==> config.mk <==
export PLATFORM = sky130hd
export DESIGN_NAME = sha1_hash_engine
export DESIGN_NICKNAME = d
export VERILOG_FILES = /design/src/rtl/sha1_pkg.sv /design/src/rtl/sha1_hash_engine.sv
export SDC_FILE = /design/constraint.sdc
export NUM_CORES = 2
export LEC_CHECK = 0
export CAP_MARGIN = 20
export CORE_MARGIN = 2
export CORE_UTILIZATION = 70
export DETAILED_ROUTE_END_ITERATION = 6
export DONT_BUFFER_PORTS = 1
export GPL_TIMING_DRIVEN = 0
export PLACE_DENSITY = 0.88
export SLEW_MARGIN = 20
export SYNTH_ARGS = -nofsm -noshare
export SYNTH_HDL_FRONTEND = slang
export SYNTH_SLANG_ARGS = --single-unit
==> constraint.sdc <==
create_clock -name i_clk -period 20.7 [get_ports i_clk]
set_input_delay 1.035 -clock i_clk [delete_from_list [all_inputs] [get_ports i_clk]]
set_output_delay 1.035 -clock i_clk [all_outputs]
set_load 0.03 [all_outputs]
==> src/rtl/sha1_pkg.sv <==
package sha1_pkg;

    localparam int DIGEST_WORDS = 5;
    localparam int ROUNDS       = 80;
    localparam int BLOCK_WORDS  = 16;
    localparam int LEN_OFFSET   = 56;

    localparam logic [31:0] INIT_H [0:DIGEST_WORDS-1] = '{
        32'h67452301, 32'hEFCDAB89, 32'h98BADCFE, 32'h10325476, 32'hC3D2E1F0
    };

    localparam logic [31:0] K_00_19 = 32'h5A827999;
    localparam logic [31:0] K_20_39 = 32'h6ED9EBA1;
    localparam logic [31:0] K_40_59 = 32'h8F1BBCDC;
    localparam logic [31:0] K_60_79 = 32'hCA62C1D6;

    localparam logic [7:0] PAD_BYTE = 8'h80;

    typedef enum logic [2:0] {
        ST_IDLE,
        ST_PAD80,
        ST_PADZ,
        ST_LENHI,
        ST_LENLO,
        ST_ROUND,
        ST_ADD,
        ST_OUT
    } t_state;

endpackage

==> src/rtl/sha1_hash_engine.sv <==
// Input: one word per cycle while idle; a block that completes is compressed by the round unit
// and then added into the chaining value before another word is accepted.
// Last word: padding (0x80, realign, zero fill by words, offset check), the two length
// words, one or two compressions, each followed by the chain add, then 5 digest transfers.
// Throughput is set by the single shared round unit, one SHA-1 round per cycle.
// Synchronous active-low reset loads the initial chaining value and clears counters.
module sha1_hash_engine (
    input  logic        i_clk,
    input  logic        i_rst_n,
    input  logic        s_axis_tvalid,
    output logic        s_axis_tready,
    input  logic [31:0] s_axis_tdata,   // [31:0] data_word
    input  logic [2:0]  s_axis_tuser,   // [2:0] byte_count
    input  logic        s_axis_tlast,
    output logic        m_axis_tvalid,
    input  logic        m_axis_tready,
    output logic [31:0] m_axis_tdata,   // [31:0] digest_word
    output logic [2:0]  m_axis_tuser,   // [2:0] word_index
    output logic        m_axis_tlast
);
    import sha1_pkg::*;

    t_state r_state, n_state;
    t_state r_ret, n_ret;

    logic [31:0] r_chain [0:DIGEST_WORDS-1];
    logic [31:0] r_w [0:BLOCK_WORDS-1];
    logic [31:0] r_a, r_b, r_c, r_d, r_e;
    logic [31:0] r_part;
    logic [5:0]  r_fill;
    logic [63:0] r_bits;
    logic [6:0]  r_round;
    logic [2:0]  r_oidx;

    logic        push_en;
    logic [31:0] push_word;
    logic [2:0]  push_cnt;
    logic [2:0]  in_cnt;
    logic [1:0]  pb;
    logic [31:0] mask;
    logic [63:0] combined;
    logic [2:0]  total;
    logic [6:0]  fill_sum;
    logic        fill_full;
    logic        word_done;
    logic        start_comp;
    logic        out_xfer;

    logic [31:0] f_val, k_val, tmp, w_new;

    assign in_cnt        = (s_axis_tuser > 3'd4) ? 3'd4 : s_axis_tuser;
    assign s_axis_tready = (r_state == ST_IDLE);
    assign m_axis_tvalid = (r_state == ST_OUT);
    assign m_axis_tdata  = r_chain[r_oidx];
    assign m_axis_tuser  = r_oidx;
    assign m_axis_tlast  = (r_oidx == 3'(DIGEST_WORDS - 1));
    assign out_xfer      = m_axis_tvalid && m_axis_tready;

    // byte merger: append push_cnt left-aligned bytes behind the pending partial bytes
    always_comb begin
        pb = r_fill[1:0];
        case (push_cnt)
            3'd0:    mask = 32'h0000_0000;
            3'd1:    mask = 32'hFF00_0000;
            3'd2:    mask = 32'hFFFF_0000;
            3'd3:    mask = 32'hFFFF_FF00;
            default: mask = 32'hFFFF_FFFF;
        endcase
        combined  = {r_part, 32'h0} | ({push_word & mask, 32'h0} >> {pb, 3'b000});
        total     = {1'b0, pb} + push_cnt;
        fill_sum  = {1'b0, r_fill} + {4'b0, push_cnt};
        fill_full = fill_sum[6];
        word_done = total[2];
    end

    always_comb begin
        n_state   = r_state;
        n_ret     = r_ret;
        push_en   = 1'b0;
        push_word = 32'h0;
        push_cnt  = 3'd0;
        case (r_state)
            ST_IDLE: begin
                if (s_axis_tvalid) begin
                    push_en   = 1'b1;
                    push_word = s_axis_tdata;
                    push_cnt  = in_cnt;
                    if (fill_full) begin
                        n_state = ST_ROUND;
                        n_ret   = s_axis_tlast ? ST_PAD80 : ST_IDLE;
                    end else if (s_axis_tlast) begin
                        n_state = ST_PAD80;
                    end
                end
            end
            ST_PAD80: begin
                push_en   = 1'b1;
                push_word = {PAD_BYTE, 24'h0};
                push_cnt  = 3'd1;
                n_ret     = ST_PADZ;
                n_state   = fill_full ? ST_ROUND : ST_PADZ;
            end
            ST_PADZ: begin
                if (r_fill == 6'(LEN_OFFSET)) begin
                    n_state = ST_LENHI;
                end else begin
                    // realign to a word boundary first, then fill by whole words
                    push_en  = 1'b1;
                    push_cnt = (pb == 2'd0) ? 3'd4 : (3'd4 - {1'b0, pb});
                    n_ret    = ST_PADZ;
                    if (fill_full) begin
                        n_state = ST_ROUND;
                    end
                end
            end
            ST_LENHI: begin
                push_en   = 1'b1;
                push_word = r_bits[63:32];
                push_cnt  = 3'd4;
                n_state   = ST_LENLO;
            end
            ST_LENLO: begin
                push_en   = 1'b1;
                push_word = r_bits[31:0];
                push_cnt  = 3'd4;
                n_ret     = ST_OUT;
                n_state   = ST_ROUND;
            end
            ST_ROUND: begin
                if (r_round == 7'(ROUNDS - 1)) begin
                    n_state = ST_ADD;
                end
            end
            ST_ADD: begin
                n_state = r_ret;
            end
            ST_OUT: begin
                if (out_xfer && m_axis_tlast) begin
                    n_state = ST_IDLE;
                end
            end
            default: begin
                n_state = ST_IDLE;
            end
        endcase
    end

    assign start_comp = push_en && fill_full;

    // shared round unit
    always_comb begin
        if (r_round < 7'd20) begin
            f_val = (r_b & r_c) | (~r_b & r_d);
            k_val = K_00_19;
        end else if (r_round < 7'd40) begin
            f_val = r_b ^ r_c ^ r_d;
            k_val = K_20_39;
        end else if (r_round < 7'd60) begin
            f_val = (r_b & r_c) | (r_b & r_d) | (r_c & r_d);
            k_val = K_40_59;
        end else begin
            f_val = r_b ^ r_c ^ r_d;
            k_val = K_60_79;
        end
        tmp   = {r_a[26:0], r_a[31:27]} + f_val + r_e + k_val + r_w[0];
        w_new = r_w[13] ^ r_w[8] ^ r_w[2] ^ r_w[0];
        w_new = {w_new[30:0], w_new[31]};
    end

    always_ff @(posedge i_clk) begin
        if (!i_rst_n) begin
            r_state <= ST_IDLE;
            r_ret   <= ST_IDLE;
        end else begin
            r_state <= n_state;
            r_ret   <= n_ret;
        end
    end

    always_ff @(posedge i_clk) begin
        if (!i_rst_n) begin
            for (int i = 0; i < DIGEST_WORDS; i++) begin
                r_chain[i] <= INIT_H[i];
            end
            r_part  <= 32'h0;
            r_fill  <= 6'd0;
            r_bits  <= 64'h0;
            r_round <= 7'd0;
            r_oidx  <= 3'd0;
        end else begin
            if (push_en) begin
                r_part <= word_done ? combined[31:0] : combined[63:32];
                r_fill <= fill_sum[5:0];
            end
            if ((r_state == ST_IDLE) && s_axis_tvalid) begin
                r_bits <= r_bits + {58'h0, in_cnt, 3'b000};
            end
            if (start_comp) begin
                r_round <= 7'd0;
            end else if (r_state == ST_ROUND) begin
                r_round <= r_round + 7'd1;
            end
            if (r_state == ST_ADD) begin
                r_chain[0] <= r_chain[0] + r_a;
                r_chain[1] <= r_chain[1] + r_b;
                r_chain[2] <= r_chain[2] + r_c;
                r_chain[3] <= r_chain[3] + r_d;
                r_chain[4] <= r_chain[4] + r_e;
            end
            if (out_xfer) begin
                if (m_axis_tlast) begin
                    // start the next message from scratch
                    r_oidx <= 3'd0;
                    for (int i = 0; i < DIGEST_WORDS; i++) begin
                        r_chain[i] <= INIT_H[i];
                    end
                    r_part <= 32'h0;
                    r_fill <= 6'd0;
                    r_bits <= 64'h0;
                end else begin
                    r_oidx <= r_oidx + 3'd1;
                end
            end
        end
    end

    always_ff @(posedge i_clk) begin
        if (push_en && word_done) begin
            r_w[r_fill[5:2]] <= combined[63:32];
        end else if (r_state == ST_ROUND) begin
            for (int i = 0; i < BLOCK_WORDS - 1; i++) begin
                r_w[i] <= r_w[i+1];
            end
            r_w[BLOCK_WORDS-1] <= w_new;
        end
        if (start_comp) begin
            r_a <= r_chain[0];
            r_b <= r_chain[1];
            r_c <= r_chain[2];
            r_d <= r_chain[3];
            r_e <= r_chain[4];
        end else if (r_state == ST_ROUND) begin
            r_e <= r_d;
            r_d <= r_c;
            r_c <= {r_b[1:0], r_b[31:2]};
            r_b <= r_a;
            r_a <= tmp;
        end
    end

`ifndef SYNTHESIS
    a_round_range: assert property (@(posedge i_clk) disable iff (!i_rst_n)
        (r_state == ST_ROUND) |-> (r_round < 7'(ROUNDS)))
        else $error("round counter out of range");

    a_no_overlap: assert property (@(posedge i_clk) disable iff (!i_rst_n)
        !(s_axis_tready && m_axis_tvalid))
        else $error("input accepted while digest is presented");

    a_add_return: assert property (@(posedge i_clk) disable iff (!i_rst_n)
        (r_state == ST_ADD) |=> (r_state == $past(r_ret)))
        else $error("sequencer did not return after chain add");

    a_len_aligned: assert property (@(posedge i_clk) disable iff (!i_rst_n)
        (r_state == ST_LENHI) |-> (r_fill == 6'(LEN_OFFSET)))
        else $error("length field not at block offset 56");

    a_out_index: assert property (@(posedge i_clk) disable iff (!i_rst_n)
        m_axis_tvalid |-> (r_oidx < 3'(DIGEST_WORDS)))
        else $error("digest index out of range");
`endif

endmodule
==> key figures <==
Run status
  – Outcome: complete, but fails checks
  – Failing checks: DRC

Route
  – Vias per cell: 6.79
  – DRC viols: 2
  – Final antenna-violating net count: 0
  – Vias: 41,562
  – Routed WL: 170 mm
  – Wire per inst: 27.8 um
  – Initial drt markers: 5,112
  – DR pass1 iterations: 7

Floorplan
  – DIE AREA: 79,300 sq um
  – Die Span X: 282 um
  – Initial core utilization: 70.9%
  – Row cnt: 101
  – # IOs: 78
  – Die H: 282 um
  – Core Area: 76,100 sq um

Clock tree
  – Clk Latency, worst-skew pair: 0.72 ns
  – Post-CTS Setup Bufs: 0
  – Clock Tree Root: clkbuf_16
  – TritonCTS buffer count: 97
  – TritonCTS clock tree: done
  – H-tree depth: 3
  – Sink Count: 950
  – Clk slew on worst S/H paths: 0.06 ns
  – # hold bufs at CTS: 0
  – Clock buffer depth: 3
  – Post-cts sizing count: 0

Worst setup path
  – CP startpoint kind: register
  – CP arrival: 8.43 ns
  – Worst setup EP type: register
  – Critical-path top delay cell: a41oi_1
  – Required @ worst endpoint: 21.09 ns
  – Max incr delay on CP: 0.71 ns
  – Delay-heaviest family, CP: compound AO/OA/AOI/OAI gates
  – Worst Setup Path Type: reg2reg
  – Cell Chain, Critical Path: clkbuf_1, a41oi_1, nand2_1, nand2_1, clkinv_1, clkbuf_1, a221oi_1, fa_1, inv_1, fa_1, inv_1, fa_1, inv_1, ha_1, a21oi_1, o21ai_0, a311o_1, a21o_1, a221o_1, a21boi_0, a21oi_1, xnor2_1, a21oi_1
  – CP Max Fanout: 10
  – Crit path buffers/inverters: 6

Yosys
  – Sequential share of the synthesized area: 50.7%
  – Top cells by area, synth: edfxtp_1 46%, o21a_1 6.8%, fa_1 4.7%, ha_1 4.7%, dfxtp_1 4.4%
  – Area share of the leading cell type in the synthesized netlist: 46.3%
  – Area leader, netlist: edfxtp_1
  – Synth Flop Type: edfxtp_1
  – FFs w/ async S/R, synth: 0%
  – Gate count after technology mapping: 4,861
  – Top-count cell post-synth: edfxtp_1
  – #FFs+latches synth: 950
  – Mapped Area: 53,900 sq um
  – Cell variety after synth: 91
  – Synth top cells by count: 832 x edfxtp_1, 577 x nand2_1, 488 x o21a_1
  – Number of synthesized flops with an enable pin: 832
  – Mapped Nets: 5,231
  – Yosys warning count: 0
  – Synth Area per Inst: 11.1 sq um

GRT
  – First-pass GRT wire length: 251 mm
  – Vias in the first global route: 41,231
  – Global router's overall resource usage: 43.2%
  – Total grt overflow: 0
  – Largest net degree at the start of global routing: 51
  – Initial antenna violation count: 5

Worst hold path
  – HP Class: in2reg

Placement
  – Placer Congestion: 1.02
  – # port buffers: 0
  – HPWL Detailed: 127 mm

Power and ir drop
  – Reg power frac: 38.5%
  – Worst vdd ir: 0.119 mV
  – Pint: 4360 uW
  – Clk pwr share: 28.0%
  – Pleak: 0.0225 uW
  – P_sw: 2230 uW
  – Pwr Density: 111 nW/um^2
  – Gate power share: 33.4%
  – Net Sw Frac: 33.8%

Timing
  – Fmax: 0.124 GHz
  – Least-Margin Pin Slew: 1.20 ns
  – Clk_skew: 0.0610 ns
  – Final Max Slew Viols: 0
  – Minimum clock period: 8.04 ns
  – Setup TNS: 0 ns
  – Final hold vios: 0
  – Period utilization: 38.8%
  – Setup-failing EPs final: 0
  – RSZ-0062 raised after global routing: false
  – Worst slew margin: 20.0%

Layout
  – P&R area growth vs syn: 10.7%
  – Nets@finish: 5,381
  – Final Util: 78.4%
  – Ant. Diodes: 0
  – Layout cells sized above 1: 7.46%
  – Fill cell count: 4,680

Run
  – Max_cap viols: 0
[final cells by class]
cell class | instances | area (sq um) | area share [%]
buffer | 242 | 1020 | 1.71
clock buffer | 119 | 2510 | 4.21
clock inverter | 60 | 763 | 1.28
inverter | 267 | 1000 | 1.68
multi-input combinational | 3402 | 24800 | 41.5
sequential | 950 | 27300 | 45.8
tap | 1030 | 1290 | 2.16
timing repair buffer | 51 | 956 | 1.60
[final timing paths]
check,from,depth (start not counted),slack [ns],to
setup / recovery,r_round[4]$_SDFFE_PP0P_,23,12.66,r_a[31]$_DFFE_PP_
hold reg to reg,r_part[4]$_SDFF_PN0_,2,0.48,r_part[4]$_SDFF_PN0_
setup reg to reg,r_round[4]$_SDFFE_PP0P_,23,12.66,r_a[31]$_DFFE_PP_
hold / removal,i_rst_n,1,0.45,r_ret[0]$_SDFFE_PN0P_
[power by group through the flow]
stage	clock, uW	sequential (uW)	combinational, uW
global route	1900	2550	2380
detailed placement	0	2570	2110
global placement	0	2600	1970
CTS	1830	2530	2160
finish	1850	2540	2210
floorplan	0	2550	1530
[cells in the final DEF (no fill, tap or decap), drive strengths merged, types with 58 or more instances in the layout]
| cell | count |
|---|---|
| a21oi | 214 |
| xnor2 | 124 |
| nand2 | 580 |
| nand3 | 58 |
| nor3 | 70 |
| ha | 203 |
| edfxtp | 832 |
| o21ai | 202 |
| a21o | 116 |
| o21a | 488 |
| fa | 127 |
| nor2 | 357 |
| buf | 118 |
| xor2 | 178 |
| dfxtp | 118 |
| clkbuf | 294 |
| inv | 266 |
[through the flow]
stage / worst slack, ns / instance area, sq um / total power (uW) / instances / hold WS [ns]
floorplan: 7.77 / 53900 / 4080 / 4861 / 0.442
global placement: 0.704 / 55200 / 4580 / 5891 / 0.451
detailed placement: 12.86 / 56400 / 4690 / 5942 / 0.464
CTS: 12.84 / 59700 / 6520 / 6121 / 0.455
global route: 12.39 / 59700 / 6820 / 6121 / 0.460
finish: 12.66 / 59700 / 6590 / 6121 / 0.450
[state kept, by name, summed over array words and instances, names as in the netlist, named ones only]
register / count
r_w: 512
r_chain: 160
r_bits: 61
r_a: 32
r_b: 32
r_c: 32
r_d: 32
r_e: 32
r_part: 32
r_round: 7
r_fill: 6
m_axis_tuser: 3
r_ret: 3
r_state: 3
[cell families after synthesis]
logic type / count (synthesis) / share of synthesized area [%]
AO/OA/AOI/OAI: 1333 / 17.2
XOR/XNOR: 302 / 4.90
adder cells (fa/ha/maj): 330 / 9.42
buffers and inverters: 509 / 3.74
flip-flops: 950 / 50.7
multiplexers: 131 / 3.27
AND/OR/NAND/NOR: 1306 / 10.8
[routing by layer]
layer  up-vias  wire, um  track usage (%)
li1      17932         -                -
met1     20117     60400             54.0
met2      2833     77100             67.8
met3       668     18700             9.45
met4        12     14100             29.8
met5         -        84                0
No activity file was read; power rests on OpenSTA's default activity.
